**src/rtl/hcc_pick.sv**
```systemverilog
// Lowest-set-bit picker: index of the lowest set bit and the mask without it.
module hcc_pick #(
  parameter int W   = 15,
  localparam int IW = (W > 1) ? $clog2(W) : 1
) (
  input  logic [W-1:0]  mask,
  output logic [IW-1:0] idx,
  output logic [W-1:0]  rest
);

  always_comb begin
    idx = '0;
    for (int i = W - 1; i >= 0; i--) begin
      if (mask[i]) begin
        idx = IW'(i);
      end
    end
  end

  assign rest = mask & (mask - W'(1));

endmodule

```
**config.mk**
```make
export PLATFORM = sky130hd
export DESIGN_NAME = hcc_pick
export DESIGN_NICKNAME = d
export VERILOG_FILES = /design/src/rtl/hcc_pick.sv
export SDC_FILE = /design/constraint.sdc
export NUM_CORES = 1
export LEC_CHECK = 0
export BUFFER_PORTS_ARGS = -buffer_cell sky130_fd_sc_hd__clkbuf_2
export CAP_MARGIN = 20
export CORE_AREA = 2 2 39 41
export DETAILED_ROUTE_END_ITERATION = 8
export DIE_AREA = 0 0 41 43
export MAX_ROUTING_LAYER = met4
export REMOVE_ABC_BUFFERS = 1
export SLEW_MARGIN = 20
export SYNTH_ARGS = -nofsm -noshare
export SYNTH_HDL_FRONTEND = slang
export SYNTH_SLANG_ARGS = --single-unit
```
**constraint.sdc**
```tcl
create_clock -name vclk -period 2.87
set_clock_uncertainty 0.15 [all_clocks]
set_input_delay 0.4305 -clock vclk [all_inputs]
set_output_delay 0.4305 -clock vclk [all_outputs]
set_load 0.005 [all_outputs]
```
==> reports/metrics.yaml <==
run_status:
  run_status: "complete, no violations"
sta:
  layout_setup_ws_ps: 219
  finalCriticalPeriod_ps: 2650
  setup_viol: 0
  max_freq_mhz: 377
  fin_tns_setup_ps: 0
  hold_viol_final: 0
  finalCritPeriodShare_pct: 92.4
  slew_violations: 0
  rsz0062_at_grt: "false"
floorplanning:
  die_h_um: 43
  chipWidth_um: 41
  core_area_mm2: 0.00138
  start_util_pct: 21.9
  num_rows: 14
  io-pin-count: 34
  die_area_mm2: 0.00176
global_routing:
  grt_overflow_total: 0
  grt_max_degree: 8
  antenna_found_initial: 0
  grt_pass1_vias: 336
  grt_pass1_wl_um: 1390
  grt_usage_pct: 10.3
finish:
  nets: 94
  seq_cell_count: 0
  fin_area_um2: 480
  drive_gt1_share_pct: 51.9
  diodes: 0
  syn_to_final_growth_pct: 58.7
  multiInputGateArea_um2: 284
  fin_util_pct: 34.7
  nFillCells: 165
  seqCellArea_um2: 0
  clock_buffers: 0
setup_path:
  crit_arrival_ps: 2070
  worst_ep_required_time_ps: 2290
  critical_path.max_fanout: 6
  cp-end-kind: "output pin"
  path_class: "in2out"
  crit_path_start_kind: "input port"
pwr:
  pwr-share-seq_pct: 0
  power_density_mw_per_mm2: 123
  power_uw: 58.9
  pwr-share-comb_pct: 100.0
  power_frac_clock_pct: 0
  irDropWorstVdd_uv: 43.3
  p_leak_uw: 0.000243
  p_sw_uw: 30.2
  netSwitchingFraction_pct: 51.3
  internal_power_uw: 28.7
synth:
  yosysWarnings: 0
  syn-cell-area_um2: 303
  netlist_instances: 45
  synth.distinct_cells: 25
  synth.avg_cell_area_um2: 6.73
  ys_seq_area_share_pct: 0
detailed_routing:
  antenna_left: 0
  drcViolationCount: 0
  dr.pass1.iters: 4
  vias_per_cell: 4.84
  post_drt_wl_per_cell_um: 10.0
  totalWireLength_um: 933
  dr_total_vias: 450
  drt_first_iter_violations: 5
placement:
  pre_cts_slack_ps: 222
  io_buffer_count: 33
  place_hpwl_um: 787
  gp_congestion: 0.773
  placedInstanceArea_um2: 480
hold_path:
  hold_start: "mask[14]"
  hold_class: "in2out"
  min_path_cells: 3
  whs_endpoint: "rest[14]"
cts:
  cts-resized-gates: 0
  hold_buffers: 0
  cts_setup_buffers: 0
job:
  cap_violations: 0
[layer usage]
layer  track usage [%]  wire length [um]
met1              16.8               442
met2              15.0               385
met3                 0               105
met4                 0                 0
met5                 -                 0
[cells by family (layout without fill, tap and decap cells)]
kind of cell	Yosys count	after routing	share of synthesized area, %
buffers and inverters	4	36	6.20
AO/OA/AOI/OAI	16	16	40.5
other	1	1	1.24
AND/OR/NAND/NOR	24	24	52.1
[stage by stage]
stage                     hold WS (ps)  std cells
final                             1010         93
after global routing              1030         93
after detailed placement          1010         93
after global placement            1010         93
after floorplan                    746         44
after CTS                         1010         93
[synth_stat cells (all sizes together), types with 2 or more instances]
cell | n | area share [%]
and2 | 5 | 11
nand2b | 3 | 8.7
o21a | 4 | 9.9
inv | 3 | 3.7
nor3 | 2 | 3.3
nor2 | 8 | 12
a21oi | 2 | 3.3
nor4 | 3 | 6.2
o31a | 3 | 9.1
[area by class of cell]
class,instances,area share [%]
Inverter,3,2.34
Timing Repair Buffer,33,34.4
Tap cell,16,4.17
Multi-Input combinational cell,41,59.1
[how the worst max path moves through the flow]
stage                     depth (start not counted)        to     from
after floorplan                                   4  rest[11]  mask[3]
after global placement                            6  rest[11]  mask[3]
after detailed placement                          6  rest[11]  mask[3]
after CTS                                         6  rest[11]  mask[3]
after global routing                              6  rest[11]  mask[3]
final                                             6  rest[11]  mask[3]
[critical path: stages]
cell      delay [ps]
clkbuf_2         130
or4_4            570
nand2b_4         170
or3_4            350
o41a_1           310
clkbuf_2         110
[layout by cell type (no fill, tap or decap), types with 2 or more instances in the layout]
cell type | netlist | routed
and2_1 | 3 | 3
o31a_1 | 2 | 2
nand2b_1 | 2 | 2
nor4_1 | 3 | 3
nor2_1 | 7 | 7
a21oi_1 | 2 | 2
clkbuf_2 | 0 | 33
o21a_1 | 4 | 4
inv_1 | 3 | 3
nor3_1 | 2 | 2
and2_2 | 2 | 2
[power by group through the flow]
stage | sequential, uW | clock [uW] | combinational, uW
floorplan | 0 | 0 | 23.7
global placement | 0 | 0 | 58.3
detailed placement | 0 | 0 | 58.9
CTS | 0 | 0 | 59.4
global route | 0 | 0 | 65.4
finish | 0 | 0 | 58.9
Note: power is estimated with default switching activity, not from simulation.
