==> src/rtl/hcc_pkg.sv <==
// Shared types and constants for the Hamiltonian cycle counter.
package hcc_pkg;

  localparam int VC_W  = 5;
  localparam int IDX_W = 4;
  localparam int ROW_W = 16;
  localparam int CNT_W = 41;
  localparam int OUT_W = 40;

  localparam logic [VC_W-1:0] VC_RESET = 5'd16;

  typedef enum logic {
    ALU_EXTEND,
    ALU_CLOSE
  } alu_op_t;

  typedef struct packed {
    alu_op_t            op;
    logic [CNT_W-1:0]   rdata;
    logic [CNT_W-1:0]   total;
    logic [CNT_W-1:0]   step;
  } alu_in_t;

endpackage

==> src/rtl/hcc_alu.sv <==
// Shared 41-bit adder for path extension and closing sums.
module hcc_alu import hcc_pkg::*; (
  input  alu_in_t          req,
  output logic [CNT_W-1:0] sum
);

  always_comb begin
    case (req.op)
      ALU_CLOSE: begin
        sum = req.total + req.rdata;
      end
      default: begin
        sum = req.rdata + req.step;
      end
    endcase
  end

endmodule

==> config.mk <==
export PLATFORM = sky130hd
export DESIGN_NAME = hcc_alu
export DESIGN_NICKNAME = d
export VERILOG_FILES = /design/src/rtl/hcc_pkg.sv /design/src/rtl/hcc_alu.sv
export SDC_FILE = /design/constraint.sdc
export NUM_CORES = 1
export LEC_CHECK = 0
export CORE_UTILIZATION = 35
export DETAILED_ROUTE_END_ITERATION = 6
export DONT_BUFFER_PORTS = 1
export PLACE_DENSITY = 0.57
export SLEW_MARGIN = 25
export SYNTH_ARGS = -nofsm -noshare
export SYNTH_HDL_FRONTEND = slang
export SYNTH_SLANG_ARGS = --single-unit
==> constraint.sdc <==
create_clock -name vclk -period 3.8
set_clock_uncertainty 0.05 [all_clocks]
set_input_delay 0.19 -clock vclk [all_inputs]
set_output_delay 0.19 -clock vclk [all_outputs]
set_load 0.05 [all_outputs]
==> metrics.md, run 1 <==
| Metric | Value |
|---|---|
| Pleak | 1.35 nW |
| Synth unique cells | 53 |
| Syn-to-layout area delta | 11.7% |
| VDD IR-drop max | 0.159 mV |
| Post-synthesis sequential area ratio | 0% |
| Endpoint class of the critical path | output port |
| CTS resizes | 0 |
| Final Hold Vio Count | 0 |
| Critical Path Fanout Max | 41 |
| Slew at the pin closest to its max-slew limit | 1.10 ns |
| PortBufs | 0 |
| Hold Buf Count CTS | 0 |
| Cells after Synth | 369 |
| Postcts setup bufs | 0 |
| Crit Path Category | in2out |
| ANT cells | 0 |
| Yosys warnings | 0 |
| DRC Markers | 0 |
| Cell area after layout | 3030 sq um |
| Status | complete, no violations |
| Post-Syn Area per Cell | 7.34 sq um |
| Largest net degree at the start of global routing | 42 |
| Global route overflow | 0 |
| Final setup viols | 0 |
| HP Start | req[82] |
| Routed length per instance | 15.8 um |
| Worst Setup Start Kind | primary input |
| GRT Overall Usage | 17.5% |
| Placed cells | 481 |
| Critical Path AT | 3.08 ns |
| Final WL | 7620 um |
| Final worst-path cycle share | 87.4% |
| Worst setup margin | 0.479 ns |
| Die H | 90.0 um |
| Max_cap viols | 0 |
| First-pass GRT wire length | 12200 um |
| Register area | 0 sq um |
| Hold Path Stages | 1 |
| FILL cells | 785 |
| Syn Nets | 534 |
| Detail Route Antenna Nets | 0 |
| Hold Crit Class | in2out |
| Footprint of the multi-input gates | 2630 sq um |
| Critical Path RT | 3.56 ns |
| Non-Filler Instances | 481 |
| GPL Wtd Cong | 0.874 |
| FFs & Latches | 0 |
| # clk buffers | 0 |
| Post-Synthesis Cell Area | 2710 sq um |
| Die Width | 90.0 um |
| RSZ-0062 raised after global routing | no |
| DRT iter0 DRCs | 120 |
| Die Area | 8100 sq um |
| Place WS | 0.557 ns |
| Post-layout min period | 3.32 ns |
| I/O Pins | 165 |
| Layout cells sized above 1 | 23.0% |
| Vias in the first global route | 2664 |
| Max Freq | 0.301 GHz |
| Initial antenna violation count | 0 |
| Via density per instance | 5.84 |
| Max-slew violations | 0 |
| DRT Pass-1 Iters | 4 |
| Hpwl dp | 6550 um |
| Rel. slew slack | 26.4% |
| Placed inst area | 3000 sq um |
| CORE AREA | 7370 sq um |
| Setup TNS | 0 ns |
| Pwr dens | 386 nW/um^2 |
| Hold slack | 0.710 ns |
| Min-Delay Endpoint | sum[0] |
| Via count | 2811 |
| Row count | 31 |
| Initial Utilization | 36.8% |
| Nets | 549 |
==> area by class of cell <==
type | instances | area share [%]
multi-input cells | 340 | 87.0
well taps | 99 | 4.09
repair buffers | 30 | 7.44
inverters | 12 | 1.49
==> worst max-delay path by stage <==
stage / start / endpoint / slack (ns) / cells past startpoint
finish: req[123] / sum[40] / 0.48 / 12
global route: req[123] / sum[38] / 0.32 / 12
CTS: req[123] / sum[40] / 0.53 / 12
detailed placement: req[123] / sum[40] / 0.56 / 12
global placement: req[123] / sum[35] / 0.66 / 10
floorplan: req[123] / sum[40] / 0.02 / 13
==> through the flow <==
stage	util [%]	power (mW)
after floorplan	-	0.916
after CTS	40.7	1.16
after global placement	40.5	1.15
after global routing	41.1	1.24
final	41.1	1.17
after detailed placement	40.7	1.16
==> routing by layer <==
layer  share of wire [%]  GRT usage, %
met1                  45          23.4
met2                  47          31.1
met3                 7.7          2.12
met4                0.95          1.48
met5                   0             0
==> critical path, cell delays in order <==
cell and delay (ns):
mux2_2 0.31, ha_1 0.22, fa_1 0.42, a21oi_1 0.17, nor2b_1 0.07, a31oi_1 0.37
o21a_2 0.29, o31ai_2 0.10, a21o_1 0.28, and4_1 0.24, nor3_2 0.18, buf_4 0.22
==> Yosys cell counts, types with 3 or more instances <==
cell type	number	area, sq um
a21oi_1	52	260
a21o_1	15	113
nor2_1	20	75.1
inv_1	12	45.0
o211ai_1	3	22.5
buf_1	4	15.0
nor3_1	4	20.0
xnor2_1	24	210
mux2_2	40	450
clkbuf_2	3	15.0
nand3_1	3	15.0
and3_1	3	18.8
nor2b_1	5	31.3
o21a_1	4	30.0
a31oi_1	4	25.0
buf_2	3	15.0
nand2_1	32	120
nand4_1	10	62.6
ha_1	40	500
xor2_1	15	131
o21ai_0	23	115
clkbuf_1	5	18.8
o21bai_1	7	52.6
o21ai_1	3	15.0
==> where the power goes <==
part	internal (mW)	leakage, nW	switching, mW
Combinational	0.371	1.35	0.797
Clock	0	0	0
Sequential	0	0	0
Total	0.371	1.35	0.797
==> placed cells by master (no fill, tap or decap), drive strengths merged, types with 8 or more instances in the layout <==
cell type  count
xor2          15
nor2          20
inv           12
o21bai         8
xnor2         24
ha            40
buf           30
o21ai         26
a21o          17
mux2          40
a21oi         52
nand4         10
nand2         32
==> cell families after synthesis <==
logic type | Yosys count | synth area share [%]
AO/OA/AOI/OAI | 134 | 31.7
XOR/XNOR | 39 | 12.6
adder cells (fa/ha/maj) | 41 | 19.2
buffers and inverters | 29 | 4.71
multiplexers | 41 | 17.0
AND/OR/NAND/NOR | 85 | 14.7
No activity file was read; power rests on OpenSTA's default activity.
==> run 2, diff against run 1 <==
- CORE_MARGIN: default -> 2
- PLACE_DENSITY: 0.57 -> 0.59
==> run 2 against run 1 <==
Against the previous run:
- clock-buffer cell count stayed put
- combinational power is essentially flat
- cell area is 0.37% lower
- sequential share of layout area is the same
- worst hold slack better by 0.0060 ns
- total power shrank 0.50%
- global-route usage down 0.66 points
- final cell count is 0.42% higher
- flip-flop and latch count did not move
==> metrics.md, run 2 (synthesized netlist as in run 1, its figures left out) <==
| Metric | Value |
|---|---|
| Most common cell after layout, fill and taps aside | a21oi_1 (unchanged) |
| PortBufs | 0 (unchanged) |
| Initial antenna violation count | 0 (unchanged) |
| Crit path buf inv count | 1 (unchanged) |
| Via density per instance | 5.66 (was 5.84) |
| Hold Buf Count CTS | 0 (unchanged) |
| Footprint of the multi-input gates | 2620 sq um (was 2630 sq um) |
| DRT Pass-1 Iters | 4 (unchanged) |
| Layout cells sized above 1 | 22.6% (was 23.0%) |
| Setup TNS | 0 ns (unchanged) |
| Post-layout min period | 3.34 ns (was 3.32 ns) |
| Hpwl dp | 6710 um (was 6550 um) |
| Postcts setup bufs | 0 (unchanged) |
| Vias in the first global route | 2625 (was 2664) |
| Die Area | 8460 sq um (was 8100 sq um) |
| Critical Path RT | 3.56 ns (about the same) |
| Slew at the pin closest to its max-slew limit | 1.10 ns (about the same) |
| Final worst-path cycle share | 88.0% (was 87.4%) |
| Worst-path cell chain | mux2_2 -> ha_1 -> fa_1 -> a21oi_1 -> nor2b_1 -> a31oi_1 -> o21a_2 -> o31ai_2 -> a21o_1 -> and4_1 -> nor3_2 -> buf_4 (unchanged) |
| Final Hold Vio Count | 0 (unchanged) |
| Syn-to-layout area delta | 11.3% (was 11.7%) |
| Pleak | 1.34 nW (was 1.35 nW) |
| Via count | 2735 (was 2811) |
| # clk buffers | 0 (unchanged) |
| Final setup viols | 0 (unchanged) |
| I/O Pins | 165 (unchanged) |
| Status | complete, no violations (unchanged) |
| Row count | 32 (was 31) |
| Die Width | 92.0 um (was 90.0 um) |
| Critical Path Fanout Max | 41 (unchanged) |
| Slowest stage delay, CP | 0.41 ns (was 0.42 ns) |
| Die H | 92.0 um (was 90.0 um) |
| Endpoint class of the critical path | output port (unchanged) |
| Detail Route Antenna Nets | 0 (unchanged) |
| Placed cells | 483 (was 481) |
| Largest net degree at the start of global routing | 42 (unchanged) |
| Max-slew violations | 0 (unchanged) |
| CTS resizes | 0 (unchanged) |
| Final Util | 39.6% (was 41.1%) |
| Worst Setup Start Kind | primary input (unchanged) |
| FILL cells | 818 (was 785) |
| Max_cap viols | 0 (unchanged) |
| FFs & Latches | 0 (unchanged) |
| Worst path slowest cell | fa_1 (unchanged) |
| Top delay family on crit path | compound AO/OA/AOI/OAI gates (unchanged) |
| Final WL | 7730 um (was 7620 um) |
| Commonest cells after routing, fill and taps aside | a21oi_1, mux2_2, ha_1, nand2_1, buf_4 (unchanged) |
| ANT cells | 0 (unchanged) |
| Hold Crit Class | in2out (unchanged) |
| DRC Markers | 0 (unchanged) |
| Max Freq | 0.299 GHz (was 0.301 GHz) |
| RSZ-0062 raised after global routing | no (unchanged) |
| First-pass GRT wire length | 12100 um (was 12200 um) |
| CORE AREA | 7610 sq um (was 7370 sq um) |
| Register area | 0 sq um (unchanged) |
| Pwr dens | 386 nW/um^2 (about the same) |
| Critical Path AT | 3.10 ns (was 3.08 ns) |
| Nets | 548 (was 549) |
| DRT iter0 DRCs | 107 (was 120) |
| Routed length per instance | 16.0 um (was 15.8 um) |
| Initial Utilization | 35.6% (was 36.8%) |
| Global route overflow | 0 (unchanged) |
| VDD IR-drop max | 0.181 mV (was 0.159 mV) |
| GPL Wtd Cong | 0.864 (was 0.874) |
| Crit Path Category | in2out (unchanged) |
| Non-Filler Instances | 483 (was 481) |
| GRT Overall Usage | 16.8% (was 17.5%) |
| Rel. slew slack | 26.1% (was 26.4%) |
run 2: changes by cell type in the layout (fill, tap and decap cells not counted), sizes merged:
cell / delta
buf: -1
run 2: report_power, final:
part	internal, mW	switching, mW	total [mW]	leakage (nW)
logic	0.365	0.797	1.16	1.34
clock network	0	0	0	0
registers	0	0	0	0
run 2: layer usage:
metal / vias up / part of all wire (%) / GRT usage (%)
met5: - / 0 / 0
met4: 0 / 0 / 0
met3: 0 / 5.9 / 1.97
met2: 100 / 48 / 30.0
met1: 1238 / 46 / 23.2
li1: 1397 / - / -
run 2: layout make-up:
class,instances,share of cell area [%]
multi-input cells,340,87.0
repair buffers,29,7.22
well taps,102,4.23
inverters,12,1.49
run 2: through the flow:
stage | hold WS [ns] | instance area (sq um) | total power, mW | worst slack [ns]
5_1_grt | 0.721 | 3010 | 1.24 | 0.323
2_1_floorplan | 0.707 | 2720 | 0.916 | 0.0150
4_1_cts | 0.719 | 3010 | 1.16 | 0.462
6_report | 0.716 | 3010 | 1.16 | 0.457
3_5_place_dp | 0.719 | 3010 | 1.16 | 0.488
3_3_place_gp | 0.715 | 2980 | 1.15 | 0.635
run 2: path summary, 6_finish.rpt:
kind  slack [ns]  endpoint     start  cells after the start
max         0.46   sum[40]  req[123]                     12
min         0.72    sum[0]   req[82]                      1
